==> src/pol_pkg.sv <==
// Shared codes, widths and the result bundle for the positional ordered list.
`timescale 1ns / 1ps

package pol_pkg;

   localparam int FIELD_W     = 32;
   localparam int ENTRY_W     = 2 * FIELD_W;
   localparam int CNT_FIELD_W = 5;
   localparam int POS_W       = 4;

   localparam logic [1:0] CMD_INSERT = 2'd0;
   localparam logic [1:0] CMD_DELETE = 2'd1;
   localparam logic [1:0] CMD_READ   = 2'd2;

   localparam logic [1:0] ST_OK       = 2'd0;
   localparam logic [1:0] ST_RANGE    = 2'd1;
   localparam logic [1:0] ST_FULL     = 2'd2;
   localparam logic [1:0] ST_ZERO_DEN = 2'd3;

   typedef struct packed {
      logic [1:0]               status;
      logic [CNT_FIELD_W-1:0]   entry_count;
      logic signed [FIELD_W-1:0] read_numerator;
      logic signed [FIELD_W-1:0] read_denominator;
   } result_type;

endpackage

==> src/pol_ram.sv <==
// Generic single-write, single-read RAM with registered read data.
`timescale 1ns / 1ps

module pol_ram #(
   parameter int WIDTH = 64,
   parameter int DEPTH = 16
) (
   input  logic                     clock,
   input  logic                     wr_en,
   input  logic [$clog2(DEPTH)-1:0] wr_addr,
   input  logic [WIDTH-1:0]         wr_data,
   input  logic                     rd_en,
   input  logic [$clog2(DEPTH)-1:0] rd_addr,
   output logic [WIDTH-1:0]         rd_data
);

   logic [WIDTH-1:0] mem_ff [DEPTH];
   logic [WIDTH-1:0] rd_data_ff;

   always_ff @(posedge clock) begin
      if (wr_en) begin
         mem_ff[wr_addr] <= wr_data;
      end
      if (rd_en) begin
         rd_data_ff <= mem_ff[rd_addr];
      end
   end

   assign rd_data = rd_data_ff;

endmodule

==> src/pol_engine.sv <==
// Command sequencer: checks, count update and entry shifting through the list RAM.
`timescale 1ns / 1ps

module pol_engine #(
   parameter int LIST_DEPTH = 16
) (
   input  logic                              clock,
   input  logic                              reset,
   input  logic                              req_valid,
   output logic                              req_stall,
   input  logic [1:0]                        req_command,
   input  logic [pol_pkg::POS_W-1:0]         req_position,
   input  logic signed [pol_pkg::FIELD_W-1:0] req_numerator,
   input  logic signed [pol_pkg::FIELD_W-1:0] req_denominator,
   output logic                              res_valid,
   output pol_pkg::result_type               res,
   input  logic                              res_take
);

   import pol_pkg::*;

   localparam int AW = $clog2(LIST_DEPTH);
   localparam int CW = $clog2(LIST_DEPTH + 1);
   localparam int XW = (CW > POS_W) ? CW : POS_W;

   localparam logic [2:0] S_IDLE   = 3'd0;
   localparam logic [2:0] S_SHIFT  = 3'd1;
   localparam logic [2:0] S_DRAIN  = 3'd2;
   localparam logic [2:0] S_FINAL  = 3'd3;
   localparam logic [2:0] S_RDWAIT = 3'd4;
   localparam logic [2:0] S_RESP   = 3'd5;

   logic [2:0]         state_ff, state_in;
   logic [CW-1:0]      count_ff, count_in;
   logic [AW-1:0]      ptr_ff, ptr_in;
   logic [AW-1:0]      stop_ff, stop_in;
   logic               down_ff, down_in;       // 1: insert, entries move up in address
   logic               pend_ff, pend_in;
   logic [AW-1:0]      pend_addr_ff, pend_addr_in;
   logic [AW-1:0]      slot_ff, slot_in;
   logic [ENTRY_W-1:0] new_entry_ff, new_entry_in;
   logic [1:0]         status_ff, status_in;
   logic [FIELD_W-1:0] rnum_ff, rnum_in;
   logic [FIELD_W-1:0] rden_ff, rden_in;

   logic               wr_en;
   logic [AW-1:0]      wr_addr;
   logic [ENTRY_W-1:0] wr_data;
   logic               rd_en;
   logic [AW-1:0]      rd_addr;
   logic [ENTRY_W-1:0] rd_data;

   logic [XW-1:0]      pos_x;
   logic [XW-1:0]      cnt_x;
   logic [XW-1:0]      last_x;
   logic [XW-1:0]      slot_x;

   pol_ram #(
      .WIDTH (ENTRY_W),
      .DEPTH (LIST_DEPTH)
   ) u_ram (
      .clock   (clock),
      .wr_en   (wr_en),
      .wr_addr (wr_addr),
      .wr_data (wr_data),
      .rd_en   (rd_en),
      .rd_addr (rd_addr),
      .rd_data (rd_data)
   );

   assign pos_x  = XW'(req_position);
   assign cnt_x  = XW'(count_ff);
   assign last_x = cnt_x - XW'(1);

   // insert goes after min(position, count-1); front when empty or position 0
   always_comb begin
      if (count_ff == '0 || req_position == '0) begin
         slot_x = '0;
      end else if (pos_x < last_x) begin
         slot_x = pos_x + XW'(1);
      end else begin
         slot_x = cnt_x;
      end
   end

   always_comb begin
      state_in     = state_ff;
      count_in     = count_ff;
      ptr_in       = ptr_ff;
      stop_in      = stop_ff;
      down_in      = down_ff;
      pend_in      = pend_ff;
      pend_addr_in = pend_addr_ff;
      slot_in      = slot_ff;
      new_entry_in = new_entry_ff;
      status_in    = status_ff;
      rnum_in      = rnum_ff;
      rden_in      = rden_ff;
      wr_en        = 1'b0;
      wr_addr      = slot_ff;
      wr_data      = new_entry_ff;
      rd_en        = 1'b0;
      rd_addr      = ptr_ff;

      unique case (state_ff)
         S_IDLE: begin
            if (req_valid) begin
               status_in    = ST_OK;
               rnum_in      = '0;
               rden_in      = '0;
               state_in     = S_RESP;
               new_entry_in = {req_denominator, req_numerator};
               slot_in      = AW'(slot_x);
               pend_in      = 1'b0;
               unique case (req_command)
                  CMD_INSERT: begin
                     if (req_denominator == '0) begin
                        status_in = ST_ZERO_DEN;
                     end else if (count_ff == CW'(LIST_DEPTH)) begin
                        status_in = ST_FULL;
                     end else begin
                        count_in = count_ff + CW'(1);
                        if (slot_x == cnt_x) begin
                           // append: nothing to move, write straight away
                           wr_en   = 1'b1;
                           wr_addr = AW'(slot_x);
                           wr_data = {req_denominator, req_numerator};
                        end else begin
                           ptr_in   = AW'(last_x);
                           stop_in  = AW'(slot_x);
                           down_in  = 1'b1;
                           state_in = S_SHIFT;
                        end
                     end
                  end
                  CMD_DELETE: begin
                     if (pos_x >= cnt_x) begin
                        status_in = ST_RANGE;
                     end else begin
                        count_in = count_ff - CW'(1);
                        if (pos_x != last_x) begin
                           ptr_in   = AW'(pos_x + XW'(1));
                           stop_in  = AW'(last_x);
                           down_in  = 1'b0;
                           state_in = S_SHIFT;
                        end
                     end
                  end
                  CMD_READ: begin
                     if (pos_x >= cnt_x) begin
                        status_in = ST_RANGE;
                     end else begin
                        rd_en    = 1'b1;
                        rd_addr  = AW'(pos_x);
                        state_in = S_RDWAIT;
                     end
                  end
                  default: begin
                  end
               endcase
            end
         end
         S_SHIFT: begin
            // read one entry per cycle, write the previous one to its new slot
            rd_en        = 1'b1;
            rd_addr      = ptr_ff;
            wr_en        = pend_ff;
            wr_addr      = pend_addr_ff;
            wr_data      = rd_data;
            pend_in      = 1'b1;
            pend_addr_in = down_ff ? ptr_ff + AW'(1) : ptr_ff - AW'(1);
            if (ptr_ff == stop_ff) begin
               state_in = S_DRAIN;
            end else begin
               ptr_in = down_ff ? ptr_ff - AW'(1) : ptr_ff + AW'(1);
            end
         end
         S_DRAIN: begin
            wr_en    = 1'b1;
            wr_addr  = pend_addr_ff;
            wr_data  = rd_data;
            pend_in  = 1'b0;
            state_in = down_ff ? S_FINAL : S_RESP;
         end
         S_FINAL: begin
            wr_en    = 1'b1;
            wr_addr  = slot_ff;
            wr_data  = new_entry_ff;
            state_in = S_RESP;
         end
         S_RDWAIT: begin
            rnum_in  = rd_data[FIELD_W-1:0];
            rden_in  = rd_data[ENTRY_W-1:FIELD_W];
            state_in = S_RESP;
         end
         S_RESP: begin
            if (res_take) begin
               state_in = S_IDLE;
            end
         end
         default: begin
            state_in = S_IDLE;
         end
      endcase
   end

   always_ff @(posedge clock) begin
      if (reset) begin
         state_ff <= S_IDLE;
         count_ff <= '0;
         pend_ff  <= 1'b0;
      end else begin
         state_ff <= state_in;
         count_ff <= count_in;
         pend_ff  <= pend_in;
      end
   end

   always_ff @(posedge clock) begin
      ptr_ff       <= ptr_in;
      stop_ff      <= stop_in;
      down_ff      <= down_in;
      pend_addr_ff <= pend_addr_in;
      slot_ff      <= slot_in;
      new_entry_ff <= new_entry_in;
      status_ff    <= status_in;
      rnum_ff      <= rnum_in;
      rden_ff      <= rden_in;
   end

   assign req_stall            = (state_ff != S_IDLE);
   assign res_valid            = (state_ff == S_RESP);
   assign res.status           = status_ff;
   assign res.entry_count      = CNT_FIELD_W'(count_ff);
   assign res.read_numerator   = rnum_ff;
   assign res.read_denominator = rden_ff;

endmodule

==> src/positional_ordered_list.sv <==
// Top level of the positional ordered list with its output register.
`timescale 1ns / 1ps

// Ordered list of up to LIST_DEPTH fraction entries (32-bit numerator and
// denominator) kept in one RAM. Commands arrive on the req_ channel (insert,
// delete at position, read at position); each produces one rsp_ word with a
// status, the entry count after the command and, for a good read, the entry.
// Both channels move a word on a clock edge with valid high and stall low.
// One command is worked at a time; req_stall is high while one is in flight
// and drops in the cycle that rsp_valid rises, so the next command can start.
// A rejected command, an append or a delete of the last entry goes straight
// to the response state; a read passes through S_RDWAIT for the registered
// RAM data; a middle insert or delete moves entries (S_SHIFT, S_DRAIN), and
// an insert then writes the new entry in S_FINAL.
// Moving entries costs one cycle each, bounded by the single RAM read and
// write port; an insert at the front of a full-minus-one list moves
// LIST_DEPTH - 1 entries. A finished word waits in the output register while
// rsp_stall is high; the engine holds its next result until that register
// frees up. Synchronous reset empties the list and drops rsp_valid; the RAM
// contents are not cleared, since only entries below the count are read.
module positional_ordered_list #(
   parameter int LIST_DEPTH = 16
) (
   input  logic                              clock,
   input  logic                              reset,
   input  logic                              req_valid,
   output logic                              req_stall,
   input  logic [1:0]                        req_command,
   input  logic [pol_pkg::POS_W-1:0]         req_position,
   input  logic signed [pol_pkg::FIELD_W-1:0] req_numerator,
   input  logic signed [pol_pkg::FIELD_W-1:0] req_denominator,
   output logic                              rsp_valid,
   input  logic                              rsp_stall,
   output logic [1:0]                        rsp_status,
   output logic [pol_pkg::CNT_FIELD_W-1:0]   rsp_entry_count,
   output logic signed [pol_pkg::FIELD_W-1:0] rsp_read_numerator,
   output logic signed [pol_pkg::FIELD_W-1:0] rsp_read_denominator
);

   import pol_pkg::*;

   logic       res_valid;
   logic       res_take;
   result_type res;
   logic       rsp_valid_ff, rsp_valid_in;
   result_type rsp_ff;

   pol_engine #(
      .LIST_DEPTH (LIST_DEPTH)
   ) u_engine (
      .clock           (clock),
      .reset           (reset),
      .req_valid       (req_valid),
      .req_stall       (req_stall),
      .req_command     (req_command),
      .req_position    (req_position),
      .req_numerator   (req_numerator),
      .req_denominator (req_denominator),
      .res_valid       (res_valid),
      .res             (res),
      .res_take        (res_take)
   );

   assign res_take = res_valid && (!rsp_valid_ff || !rsp_stall);

   always_comb begin
      priority if (res_take) begin
         rsp_valid_in = 1'b1;
      end else if (!rsp_stall) begin
         rsp_valid_in = 1'b0;
      end else begin
         rsp_valid_in = rsp_valid_ff;
      end
   end

   always_ff @(posedge clock) begin
      if (reset) begin
         rsp_valid_ff <= 1'b0;
      end else begin
         rsp_valid_ff <= rsp_valid_in;
      end
   end

   always_ff @(posedge clock) begin
      if (res_take) begin
         rsp_ff <= res;
      end
   end

   assign rsp_valid            = rsp_valid_ff;
   assign rsp_status           = rsp_ff.status;
   assign rsp_entry_count      = rsp_ff.entry_count;
   assign rsp_read_numerator   = rsp_ff.read_numerator;
   assign rsp_read_denominator = rsp_ff.read_denominator;

endmodule

==> config.mk <==
export PLATFORM = sky130hd
export DESIGN_NAME = positional_ordered_list
export DESIGN_NICKNAME = d
export VERILOG_FILES = /design/src/pol_pkg.sv /design/src/pol_ram.sv /design/src/pol_engine.sv /design/src/positional_ordered_list.sv
export SDC_FILE = /design/constraint.sdc
export NUM_CORES = 2
export LEC_CHECK = 0
export BUFFER_PORTS_ARGS = -buffer_cell sky130_fd_sc_hd__clkbuf_2
export CAP_MARGIN = 20
export CORE_UTILIZATION = 39
export DETAILED_ROUTE_END_ITERATION = 8
export PLACE_DENSITY = 0.63
export SETUP_SLACK_MARGIN = 0.2
export SLEW_MARGIN = 15
export SYNTH_ARGS = -nofsm -noshare
export SYNTH_HDL_FRONTEND = slang
export SYNTH_SLANG_ARGS = --single-unit
export TNS_END_PERCENT = 5
==> constraint.sdc <==
create_clock -name clock -period 9.45 [get_ports clock]
set_clock_uncertainty 0.2 [all_clocks]
set_input_delay 1.89 -clock clock [delete_from_list [all_inputs] [get_ports clock]]
set_output_delay 1.89 -clock clock [all_outputs]
set_load 0.1 [all_outputs]
==> flow_metrics.py <==
metrics = {
    "outcome": {
        "status": "finished, final reports clean",
    },
    "layout": {
        "synthToLayoutAreaGrowth_pct": 15.29,
        "fin_nets": 3174,
        "drive_gt1_frac": 0.1599,
        "multi_input_area_mm2": 0.01067,
        "seq_area_mm2": 0.03942,
        "layout.cells.non_filler": 4939,
        "fillers": 11190,
        "postLayoutCellArea_mm2": 0.05862,
        "utilization": 0.4527,
    },
    "timing": {
        "setup_ws_ns": 2.733,
        "worst_pin_slew_ns": 1.142,
        "setup_tns_ns": 0,
        "rsz0062_at_grt": "no",
        "drv_slew": 0,
        "finalCritPeriodShare": 0.7108,
        "fmax_ghz": 0.1489,
        "min_period_ns": 6.717,
        "finalSetupViolations": 0,
        "hold_viol_final": 0,
        "hold_ws_ns": 0.2180,
        "relSlewSlack": 0.2334,
    },
    "placed_design": {
        "postPlaceCellArea_mm2": 0.05411,
        "dpl_worst_slack_ns": 2.005,
        "gp_congestion": 0.8061,
        "dp_cells": 4677,
        "port_buffers": 146,
        "hpwl_um": 65710,
    },
    "clock_network": {
        "cts_root_buf": "clkbuf_16",
        "clock_path_buffers": 3,
        "cts_setup_buffers": 0,
        "cts_made_buffers": 137,
        "clk_pin_slew_ns": 0.06,
        "cts_resized": 0,
        "cts_hold_buf": 0,
        "clk_latency_ns": 0.77,
        "cts-htree-levels": 4,
        "cts_sinks": 1316,
        "cts_tree": "done",
    },
    "yosys": {
        "syn-cell-area_mm2": 0.05085,
        "yosysTopAreaCell": "edfxtp_1",
        "avgSynthCellArea_um2": 17.87,
        "yosysSeqAreaShare": 0.7752,
        "synth_xor_area_frac": 0.002928,
        "synth_top_area_frac": 0.7713,
        "yosysUniqueCellTypes": 67,
        "synth_simple_gate_area_frac": 0.03472,
        "yosys-top-cells-area": "edfxtp_1, mux2i_1, o22ai_1, a22oi_1, or4_1",
        "synth_warnings": 0,
        "synth_compound_area_frac": 0.05886,
        "synth_commonest_cells": "edfxtp_1, mux2i_1, o22ai_1",
        "synth_edf_count": 1306,
        "synth_fa_ha_area_frac": 0.004429,
        "synthMostInstantiatedCell": "edfxtp_1",
        "synth_nets": 2937,
        "synth_flop_cell": "edfxtp_1",
        "synthArstFlopShare": 0,
        "synth-seq-cells": 1316,
        "synthMuxAreaShare": 0.1042,
        "synth_top_family_by_area": "multiplexers",
        "synthesis.instances": 2845,
    },
    "critical_path": {
        "cp_top_family": "simple AND/OR/NAND/NOR gates",
        "reg2reg_depth": 14,
        "max_stage_delay_ns": 0.80,
        "worstPathMaxFanout": 46,
        "critPathLaunchType": "primary input",
        "worstPathCellList": "clkbuf_2 -> nor4_1 -> nand4_1 -> nor2_1 -> a21oi_1 -> and2_1 -> and2_4 -> a221o_1 -> nor2_4 -> buf_4",
        "slowest_stage": "buf_4",
        "rr_startpoint": "u_engine.cnt_x[0]$_SDFFE_PP0P_",
        "r2r_end": "u_engine.u_ram.mem_ff[8][5]$_DFFE_PP_",
        "cp_data_arrival_time_ns": 6.90,
        "end_kind": "register",
        "required_ns": 9.63,
        "cp.buffers_inverters": 2,
        "rrSetupSlack_ns": 3.18,
        "crit_type": "primary input to register",
    },
    "die": {
        "row_count": 132,
        "io-pin-count": 147,
        "die_h_um": 363.1,
        "die-area_mm2": 0.1318,
        "core_area_mm2": 0.1295,
        "die_w_um": 363.1,
        "start_util": 0.3927,
    },
    "min_path": {
        "hold_path_depth": 0,
        "whs_endpoint": "rsp_read_numerator[26]$_DFFE_PP_",
        "hold_path.startpoint": "u_engine.rnum_ff[26]$_SDFFCE_PN0P_",
        "hold_class": "register to register",
    },
    "routing": {
        "drt-wirelength-per-cell_um": 24.80,
        "firstDrtPassIters": 5,
        "drc": 0,
        "wl_um": 122500,
        "dr.first_iter.drc_count": 2545,
        "avgViaCountPerCell": 5.449,
        "antenna_left": 0,
        "routed-via-count": 26920,
    },
    "power_and_ir_drop": {
        "total_power_mw": 17.66,
        "power_leakage_nw": 20.24,
        "power_density_mw_per_mm2": 301.3,
        "ir_drop_uv": 220.8,
    },
    "grt": {
        "grt_pass1_vias": 26570,
        "grt_max_degree": 88,
        "gr-total-overflow": 0,
        "gr-usage-all-layers": 0.1848,
        "grt_pass1_wl_um": 178600,
        "antenna_found_initial": 8,
    },
    "run": {
        "cap_violations": 0,
    },
}
-- layout by cell type (no fill, tap or decap), types with 4 or more instances in the layout --
| master | synthesis | layout |
|---|---|---|
| a21oi_1 | 15 | 14 |
| inv_1 | 20 | 19 |
| a22oi_1 | 66 | 66 |
| buf_16 | 0 | 4 |
| edfxtp_1 | 1306 | 1306 |
| xnor2_1 | 13 | 13 |
| nand3_1 | 11 | 11 |
| nor4_1 | 9 | 9 |
| o21ai_1 | 4 | 14 |
| and3_1 | 67 | 67 |
| bufinv_16 | 0 | 11 |
| a22o_1 | 4 | 4 |
| clkinv_1 | 1 | 28 |
| clkbuf_1 | 84 | 35 |
| nor3_1 | 5 | 5 |
| ha_1 | 18 | 18 |
| nand2_1 | 90 | 81 |
| or4_1 | 64 | 64 |
| xor2_1 | 4 | 4 |
| nand2b_1 | 9 | 9 |
| nand2_4 | 0 | 9 |
| nand4_1 | 4 | 4 |
| o22ai_1 | 258 | 258 |
| nor2_4 | 1 | 18 |
| buf_12 | 0 | 14 |
| clkbuf_2 | 0 | 146 |
| inv_6 | 0 | 6 |
| o21ai_0 | 75 | 62 |
| clkinv_8 | 0 | 4 |
| buf_4 | 10 | 96 |
| dfxtp_1 | 10 | 9 |
| clkbuf_16 | 0 | 140 |
| mux2i_1 | 526 | 525 |
| a211oi_1 | 4 | 4 |
| nor2_1 | 42 | 25 |
| clkinv_2 | 0 | 22 |
| o21ai_2 | 1 | 4 |
-- worst max path at each step --
| stage | startpoint | endpoint | slack [ns] | depth (start not counted) |
|---|---|---|---|---|
| global placement | req_denominator[26] | u_engine.u_ram.mem_ff[8][3]$_DFFE_PP_ | 2.09 | 10 |
| CTS | req_denominator[26] | u_engine.u_ram.mem_ff[9][61]$_DFFE_PP_ | 2.84 | 10 |
| floorplan | req_valid | u_engine.u_ram.mem_ff[13][0]$_DFFE_PP_ | 1.76 | 8 |
| global route | req_denominator[26] | u_engine.u_ram.mem_ff[8][5]$_DFFE_PP_ | 2.59 | 10 |
| finish | req_denominator[26] | u_engine.u_ram.mem_ff[8][5]$_DFFE_PP_ | 2.73 | 10 |
| detailed placement | req_denominator[26] | u_engine.u_ram.mem_ff[9][3]$_DFFE_PP_ | 2.00 | 10 |
-- flip-flops by register name, indices dropped and copies added (netlist names), 5 cells and up --
signal	flops
u_engine.rden_ff	32
rsp_read_denominator	32
u_engine.u_ram.mem_ff	1024
rsp_read_numerator	32
u_engine.u_ram.rd_data	64
u_engine.rnum_ff	32
rsp_entry_count	5
u_engine.cnt_x	5
u_engine.new_entry_ff	64
-- area by class of cell --
type / count / share of cell area
Tap cell: 1742 / 0.03718
Clock buffer: 175 / 0.06200
Clock inverter: 77 / 0.01317
Multi-Input combinational cell: 1344 / 0.1820
Timing Repair Buffer: 262 / 0.03180
Sequential cell: 1316 / 0.6724
Antenna cell: 2 / 0.00008537
Inverter: 21 / 0.001387
-- per-layer routing --
metal | vias up | track usage | share of wire
met5 | - | 0 | 0.000082
met4 | 2 | 0.05212 | 0.019
met3 | 148 | 0.03686 | 0.072
met2 | 994 | 0.2872 | 0.47
met1 | 13790 | 0.2634 | 0.44
li1 | 11990 | - | -
-- logic make-up (layout without fill, tap and decap cells) --
kind of cell               after synthesis  after routing
buffers and inverters                  185            535
AOI/OAI and AO/OA                      460            460
and+or+nand+nor                        320            320
other                                    0              2
DFF                                   1316           1316
xor gates and xnor gates                17             17
muxes                                  529            529
adders and majority gates               18             18
-- power by group --
group | switching [mW] | internal, mW | leakage [nW] | total, mW
Clock | 2.25 | 3.05 | 2.15 | 5.30
Sequential | 0.252 | 8.02 | 12.0 | 8.27
Combinational | 2.88 | 1.21 | 6.06 | 4.09
Total | 5.39 | 12.3 | 20.2 | 17.7
(Power assumes the default switching activity.)
